$ cat src/rtl/tilt_angle_kalman_fusion_assert.svh
// Assertion macros for the tilt angle Kalman fusion block.
// Used by the top level; needs clk and rst_n in scope.
`ifndef TILT_ANGLE_KALMAN_FUSION_ASSERT_SVH
`define TILT_ANGLE_KALMAN_FUSION_ASSERT_SVH
`ifndef NO_ASSERTIONS
`define TAK_ASSERT(name, cond) \
  name: assert property (@(posedge clk) disable iff (!rst_n) (cond)) \
    else $error("tak assertion failed");
`define TAK_ASSERT_NEXT(name, ante, cons) \
  name: assert property (@(posedge clk) disable iff (!rst_n) (ante) |=> (cons)) \
    else $error("tak assertion failed");
`else
`define TAK_ASSERT(name, cond)
`define TAK_ASSERT_NEXT(name, ante, cons)
`endif
`endif

$ cat src/rtl/tak_pkg.sv
// Shared types, constants and fixed-point helpers for the tilt Kalman block.
// No dependencies.
`timescale 1ns / 1ps
package tak_pkg;

  localparam int CORDIC_STEPS = 24;
  localparam int GYRO_DIVISOR = 66;
  localparam int CORDIC_ITERS = (CORDIC_STEPS < 32) ? CORDIC_STEPS : 32;
  localparam int CNT_W = 5;
  localparam int RECIP_SH = 34;
  localparam logic [34:0] GYRO_RECIP = 35'((64'd1 << RECIP_SH) / GYRO_DIVISOR);
  localparam logic [28:0] GYRO_DIV_W = 29'(GYRO_DIVISOR);

  typedef logic signed [47:0] q_t;

  localparam q_t QMAX = 48'sh7FFF_FFFF_FFFF;
  localparam q_t QMIN = 48'sh8000_0000_0000;
  localparam q_t QONE = 48'sh0001_0000_0000;

  typedef enum logic [2:0] {
    REG_ACCEL_X_OFFSET = 3'd0,
    REG_ACCEL_Z_OFFSET = 3'd1,
    REG_GYRO_OFFSET    = 3'd2,
    REG_SAMPLE_PERIOD  = 3'd3,
    REG_ANGLE_NOISE    = 3'd4,
    REG_BIAS_NOISE     = 3'd5,
    REG_MEASURE_NOISE  = 3'd6
  } reg_idx_t;

  typedef struct packed {
    logic signed [15:0] accel_x_offset;
    logic signed [15:0] accel_z_offset;
    logic signed [15:0] gyro_offset;
    logic [31:0]        sample_period;
    logic [31:0]        angle_noise;
    logic [31:0]        bias_noise;
    logic [31:0]        measure_noise;
  } cfg_t;

  typedef enum logic [3:0] {
    ST_XE_BIAS = 4'd0,
    ST_XE_RATE = 4'd1,
    ST_PA      = 4'd2,
    ST_PB      = 4'd3,
    ST_P11     = 4'd4,
    ST_P21     = 4'd5,
    ST_ANGLE   = 4'd6,
    ST_BIAS    = 4'd7,
    ST_CAA     = 4'd8,
    ST_CAB     = 4'd9,
    ST_CBA     = 4'd10,
    ST_CBB     = 4'd11
  } step_t;

  typedef struct packed {
    logic             load;
    logic             cordic_init;
    logic             cordic_iter;
    logic [CNT_W-1:0] iter;
    logic             mul_start;
    logic             mul_commit;
    step_t            step;
    logic             div_start;
    logic             div_commit;
    logic             out_load;
  } cmd_t;

  typedef struct packed {
    logic mul_done;
    logic div_done;
  } sts_t;

  function automatic q_t sat_add(input q_t a, input q_t b);
    logic [48:0] t;
    t = {a[47], a} + {b[47], b};
    if (t[48] != t[47]) return t[48] ? QMIN : QMAX;
    return t[47:0];
  endfunction

  function automatic q_t sat_sub(input q_t a, input q_t b);
    logic [48:0] t;
    t = {a[47], a} - {b[47], b};
    if (t[48] != t[47]) return t[48] ? QMIN : QMAX;
    return t[47:0];
  endfunction

  function automatic logic [47:0] mag48(input q_t v);
    return v[47] ? 48'(-v) : 48'(v);
  endfunction

  // atan(2^-i) in Q16.16 degrees
  function automatic logic signed [31:0] atan_val(input logic [CNT_W-1:0] i);
    logic signed [31:0] v;
    case (i)
      5'd0:  v = 32'sd2949120;
      5'd1:  v = 32'sd1740967;
      5'd2:  v = 32'sd919879;
      5'd3:  v = 32'sd466945;
      5'd4:  v = 32'sd234379;
      5'd5:  v = 32'sd117304;
      5'd6:  v = 32'sd58666;
      5'd7:  v = 32'sd29335;
      5'd8:  v = 32'sd14668;
      5'd9:  v = 32'sd7334;
      5'd10: v = 32'sd3667;
      5'd11: v = 32'sd1833;
      5'd12: v = 32'sd917;
      5'd13: v = 32'sd458;
      5'd14: v = 32'sd229;
      5'd15: v = 32'sd115;
      5'd16: v = 32'sd57;
      5'd17: v = 32'sd29;
      5'd18: v = 32'sd14;
      5'd19: v = 32'sd7;
      5'd20: v = 32'sd4;
      5'd21: v = 32'sd2;
      5'd22: v = 32'sd1;
      default: v = 32'sd0;
    endcase
    return v;
  endfunction

endpackage

$ cat src/rtl/tak_ctrl.sv
// Controller: sequences CORDIC, the twelve multiplies and the gain division.
// Depends on tak_pkg.
`timescale 1ns / 1ps
module tak_ctrl (
  input  logic          clk,
  input  logic          rst_n,
  input  logic          in_valid,
  output logic          in_ready,
  output logic          out_valid,
  input  logic          out_ready,
  output tak_pkg::cmd_t cmd,
  input  tak_pkg::sts_t sts
);
  import tak_pkg::*;

  typedef enum logic [7:0] {
    S_IDLE   = 8'b0000_0001,
    S_INIT   = 8'b0000_0010,
    S_CORDIC = 8'b0000_0100,
    S_MUL    = 8'b0000_1000,
    S_MWAIT  = 8'b0001_0000,
    S_DIV    = 8'b0010_0000,
    S_DWAIT  = 8'b0100_0000,
    S_FIN    = 8'b1000_0000
  } state_t;

  state_t           state_r, state_nxt;
  logic [CNT_W-1:0] cnt_r, cnt_nxt;
  logic             out_valid_r, out_valid_nxt;

  always_comb begin
    state_nxt = state_r;
    cnt_nxt   = cnt_r;
    cmd       = '0;
    cmd.iter  = cnt_r;
    cmd.step  = step_t'(cnt_r[3:0]);
    unique case (state_r)
      S_IDLE: begin
        if (in_valid) begin
          cmd.load  = 1'b1;
          state_nxt = S_INIT;
        end
      end
      S_INIT: begin
        cmd.cordic_init = 1'b1;
        cnt_nxt   = '0;
        state_nxt = S_CORDIC;
      end
      S_CORDIC: begin
        cmd.cordic_iter = 1'b1;
        if (cnt_r == CNT_W'(CORDIC_ITERS - 1)) begin
          cnt_nxt   = CNT_W'(ST_XE_BIAS);
          state_nxt = S_MUL;
        end else begin
          cnt_nxt = cnt_r + 1'b1;
        end
      end
      S_MUL: begin
        cmd.mul_start = 1'b1;
        state_nxt = S_MWAIT;
      end
      S_MWAIT: begin
        if (sts.mul_done) begin
          cmd.mul_commit = 1'b1;
          if (cmd.step == ST_P21) begin
            state_nxt = S_DIV;
          end else if (cmd.step == ST_CBB) begin
            state_nxt = S_FIN;
          end else begin
            cnt_nxt   = cnt_r + 1'b1;
            state_nxt = S_MUL;
          end
        end
      end
      S_DIV: begin
        cmd.div_start = 1'b1;
        state_nxt = S_DWAIT;
      end
      S_DWAIT: begin
        if (sts.div_done) begin
          cmd.div_commit = 1'b1;
          cnt_nxt   = CNT_W'(ST_ANGLE);
          state_nxt = S_MUL;
        end
      end
      S_FIN: begin
        if (!out_valid_r || out_ready) begin
          cmd.out_load = 1'b1;
          state_nxt = S_IDLE;
        end
      end
      default: state_nxt = S_IDLE;
    endcase
  end

  always_comb begin
    if (cmd.out_load)   out_valid_nxt = 1'b1;
    else if (out_ready) out_valid_nxt = 1'b0;
    else                out_valid_nxt = out_valid_r;
  end

  always_ff @(posedge clk) begin
    if (!rst_n) begin
      state_r     <= S_IDLE;
      cnt_r       <= '0;
      out_valid_r <= 1'b0;
    end else begin
      state_r     <= state_nxt;
      cnt_r       <= cnt_nxt;
      out_valid_r <= out_valid_nxt;
    end
  end

  assign in_ready  = (state_r == S_IDLE);
  assign out_valid = out_valid_r;

endmodule

$ cat config.mk
export PLATFORM = sky130hd
export DESIGN_NAME = tak_ctrl
export DESIGN_NICKNAME = d
export VERILOG_FILES = /design/src/rtl/tilt_angle_kalman_fusion_assert.svh /design/src/rtl/tak_pkg.sv /design/src/rtl/tak_ctrl.sv
export SDC_FILE = /design/constraint.sdc
export NUM_CORES = 1
export LEC_CHECK = 0
export BUFFER_PORTS_ARGS = -buffer_cell sky130_fd_sc_hd__buf_2
export CAP_MARGIN = 20
export CORE_AREA = 2 2 47 49
export DETAILED_ROUTE_END_ITERATION = 6
export DIE_AREA = 0 0 49 51
export MAX_ROUTING_LAYER = met4
export PLACE_DENSITY_LB_ADDON = 0.1
export SLEW_MARGIN = 20
export SYNTH_ARGS = -nofsm -noshare
export SYNTH_HDL_FRONTEND = slang
export SYNTH_SLANG_ARGS = --single-unit
$ cat constraint.sdc
create_clock -name clk -period 4 [get_ports clk]
set_clock_uncertainty 0.2 [all_clocks]
set_input_delay 0.2 -clock clk [delete_from_list [all_inputs] [get_ports clk]]
set_output_delay 0.2 -clock clk [all_outputs]
set_load 0.02 [all_outputs]
Word-level counts from Yosys, hierarchy flattened
Cells that the tools add are included.
{"block": "totals", "input_bits": 6, "word_cells": 56, "register_bits": 14, "output_inout_bits": 19}
{"block": "op_classes", "n_reduce_logical": 6, "n_addsub": 1, "eq_ne": 18, "mux": 28}
{"cell": "$pmux W8 S8", "n": 1}
{"cell": "$mux W8", "n": 7}
{"cell": "$mux W5", "n": 5}
{"cell": "$pmux W5 S4", "n": 1}
{"cell": "$mux W1", "n": 14}
{"cell": "$ne A2 B2 Y1 const B", "n": 7}
{"cell": "$reduce_and A5 Y1", "n": 2}
{"cell": "$eq A8 B1 Y1 const B", "n": 1}
{"cell": "$eq A8 B2 Y1 const B", "n": 1}
{"cell": "$eq A8 B3 Y1 const B", "n": 1}
{"cell": "$eq A8 B4 Y1 const B", "n": 1}
{"cell": "$eq A8 B5 Y1 const B", "n": 1}
{"cell": "$eq A8 B6 Y1 const B", "n": 1}
{"cell": "$eq A8 B7 Y1 const B", "n": 1}
{"cell": "$eq A8 B8 Y1 const B", "n": 1}
{"cell": "$add A5 B1 Y5 const B", "n": 1}
{"cell": "$eq A5 B5 Y1 const B", "n": 1}
{"cell": "$eq A4 B3 Y1 const B", "n": 1}
{"cell": "$eq A4 B4 Y1 const B", "n": 1}
{"cell": "$reduce_bool A4 Y1", "n": 1}
{"cell": "$reduce_bool A2 Y1", "n": 1}
{"cell": "$logic_not A1 Y1", "n": 1}
{"cell": "$logic_or A1 B1 Y1", "n": 1}

Longest topological paths before layout
{"block": "logic_depth", "ltp_word": 5, "ltp_mapped": 7, "mapped_depth_nobuf": 7}

Worst setup path before layout
Ideal clock, no wire load.
{"block": "synth_path", "kind": "register to register", "startpoint": "register state_r[5]", "endpoint": "register cnt_r[4]", "period_less_slack_ns": 2.285, "n_path_buf": 0, "t_required_ns": 3.712, "setup_slack_ns": 1.715, "path_stages_with_launch": 6, "setup_time_ns": 0.088, "arrival_ns": 1.997, "path_cell_list": "dfxtp_1 > nor4_4 > nand4b_4 > a31o_4 > or4_4 > o32ai_2"}
{"block": "synth_between", "elab_chain_len": 3, "word_cells_on_any_way": 11, "classes_between": "eq/ne: 8; mux: 1; reduce/logical: 2"}
{"item": "start, declared", "line_no": "tak_ctrl.sv:27", "rtl": "state_t state_r, state_nxt;"}
{"item": "start signal, assigned", "line_no": "tak_ctrl.sv:108", "rtl": "state_r <= state_nxt;"}
{"item": "$eq A8 B7 Y1, or another cell as far along", "line_no": "tak_ctrl.sv:37", "rtl": "unique case (state_r)"}
{"item": "$reduce_bool A4 Y1 (no line) / $ne A2 B2 Y1 (equally long branches)"}
{"item": "$reduce_and A5 Y1 (no line)"}
{"item": "end signal, assigned", "line_no": "tak_ctrl.sv:109", "rtl": "cnt_r <= cnt_nxt;"}
{"item": "end, declared", "line_no": "tak_ctrl.sv:28", "rtl": "logic [CNT_W-1:0] cnt_r, cnt_nxt;"}
Several ways; a longest one is shown, not always the timed one.
A chain may end at the register's enable or synchronous reset.

Final worst setup path
{"block": "layout_path", "startpoint": "register state_r[6]", "endpoint": "register cnt_r[4]"}
The elaborated chain is that of the path after synthesis.

==> run metrics <==
CP Capture Type=register; die area=2500 µm²; vias in the first global route=800; total of warnings raised by yosys=0; Synth async-reset ratio=0%; peak supply drop=0.000157 V; CTS Hold Bufs=1; CTS buffer count=3; worst-path maximum fanout=6; first-pass iteration count of the detailed router=4; fmax=0.387 GHz; Overflow after GRT=0; synthesized net count=118; area leader, netlist=dfxtp_1; Final TNS setup=0 ns; final antenna-violating net count=0; gpl congestion=0.850; area delta synth->final=16.3%; fin nets=142; ranking of synthesized cells by area=dfxtp_1 29%, buf_4 4.7%, nor2_1 4.7%; MaxCap Viol Count=0; Syn Std Cell Area=961 µm²; Post-synth top cells=14 x dfxtp_1, 12 x nor2_1, 7 x o21ai_0; CTS tree=yes; CTS max path bufs=2; Yosys reg bits=14; largest net degree at the start of global routing=18; Synth Flop Type=dfxtp_1; post_cts resized=0; post-synth top area share=29.2%; M1 GR Usage=24.7%; share of cells above drive strength 1=30.1%; dpl hpwl=1670 µm; sequential area share after synthesis=29.2%; RSZ-0062 raised after global routing=false; htree depth=1; clock-pin slew on the worst setup and hold paths=0.10 ns; Total Wirelength=2180 µm; critical path class=reg2reg; met3 Use GR=3.51%; Yosys cell types=42; crit start category=register; Setup-failing EPs final=0; Max Slew Vio Count=0; Hold Path Class=in2reg; Post-Synthesis Cells=110; slew margin rel.=61.0%; initial core utilization=46.6%; top-count cell post-synth=dfxtp_1; Worst EP arrival=2.59 ns; Avg Cell Area, Syn=8.74 µm²; antenna fix cells=0; status=finished clean; Most Used Layer, Global Route=met2; hold slack=0.0429 ns; Std-Cell Rows=17; Die Height=51 µm; via count=896; Root Driver=clkbuf_4; Worst Tran Pin Value=0.585 ns; Wirelength per Cell=13.5 µm; Post-synth EDFFs=0; PortBufs=24; # clock sinks=14; worst endpoint required time=4.00 ns; Die Wd=49 µm; total setup buffers inserted after CTS=0; Power Density=264 nW/µm²; clk_lat worst skew=0.29 ns; Final period util=64.7%; Vias/cell=5.57; met2 Track Usage GR=31.1%; # IOs=25; DRC=0; post-layout util=54.2%; Core Area=2060 µm²; Static Leak=0.000504 µW; initial antenna violation count=0; Hold Vio Cnt, Final=0; Tmin final=2.59 ns; global-route wire length before repair=3660 µm; Total GRT Usage=19.8%; DR iter-0 viols=14
-- flip-flops by register name, summed over array words and instances, names as in the netlist --
name / cells
state_r: 8
cnt_r: 5
out_valid: 1
-- cell usage in the layout, fill, tap and decap left out, types with 2 or more instances in the layout --
cell	n
buf_2	24
dfxtp_1	14
nor2_1	12
o21ai_0	7
inv_1	5
nand3_1	5
nand2_1	4
a21boi_0	4
nand4b_1	3
nor2b_1	3
nor3b_1	3
a211oi_1	3
o21a_1	3
clkbuf_4	3
nand2b_1	2
and2b_2	2
and3_1	2
a21oi_1	2
nand3b_1	2
nand4_1	2
o211ai_1	2
nor4bb_1	2
ha_1	2
-- kinds of logic (layout without fill, tap and decap cells) --
logic type,count (synthesis),count (layout),synth area share [%]
simple gates,53,53,37.9
compound gates,29,29,22.8
flops,14,14,29.2
buf+inv,11,34,6.64
fa+ha+maj,2,2,2.60
xor+xnor,1,1,0.912
-- area by class of cell --
cell class,instances,area [µm²]
fill,215,946
inverter,5,18.8
multi-input combinational,85,617
tap,28,35.0
clock buffer,4,36.3
timing repair buffer,25,130
sequential,14,280
-- per-layer routing --
layer,vias to the layer above,part of all wire (%)
met5,-,0
met4,0,2.5
met3,7,2.6
met2,17,46
met1,415,49
li1,457,-
-- path summary, 6_finish.rpt --
path | to | depth (start not counted) | slack (ns) | start
max reg2reg | cnt_r[4]$_SDFFE_PN0P_ | 5 | 1.41 | state_r[6]$_SDFFE_PN0P_
max | cnt_r[4]$_SDFFE_PN0P_ | 5 | 1.41 | state_r[6]$_SDFFE_PN0P_
min reg2reg | cnt_r[4]$_SDFFE_PN0P_ | 2 | 0.32 | cnt_r[4]$_SDFFE_PN0P_
min | state_r[0]$_SDFFE_PN1P_ | 2 | 0.04 | rst_n
-- metrics by stage --
stage | total power, µW | instance area [µm²] | worst slack (ns) | std cells
6_report | 295 | 1120 | 1.41 | 161
5_1_grt | 307 | 1120 | 1.27 | 161
4_1_cts | 295 | 1120 | 1.40 | 161
3_5_place_dp | 191 | 1070 | 1.43 | 156
3_3_place_gp | 191 | 1070 | 1.58 | 156
2_1_floorplan | 179 | 961 | 1.72 | 110
-- report_power, final --
part,internal [µW],total [µW],switching [µW]
logic,18.1,43.0,24.8
registers,142,146,3.84
clock network,55.5,107,51.2
total,215,295,79.8
-- worst max-delay path, cell delays in order (launching register included) --
cell,delay (ns)
dfxtp_1,0.38
nor4_1,0.54
nand4b_1,0.31
a31o_4,0.33
or4_4,0.49
o32ai_2,0.24
Power figures use the tool's default switching activity.
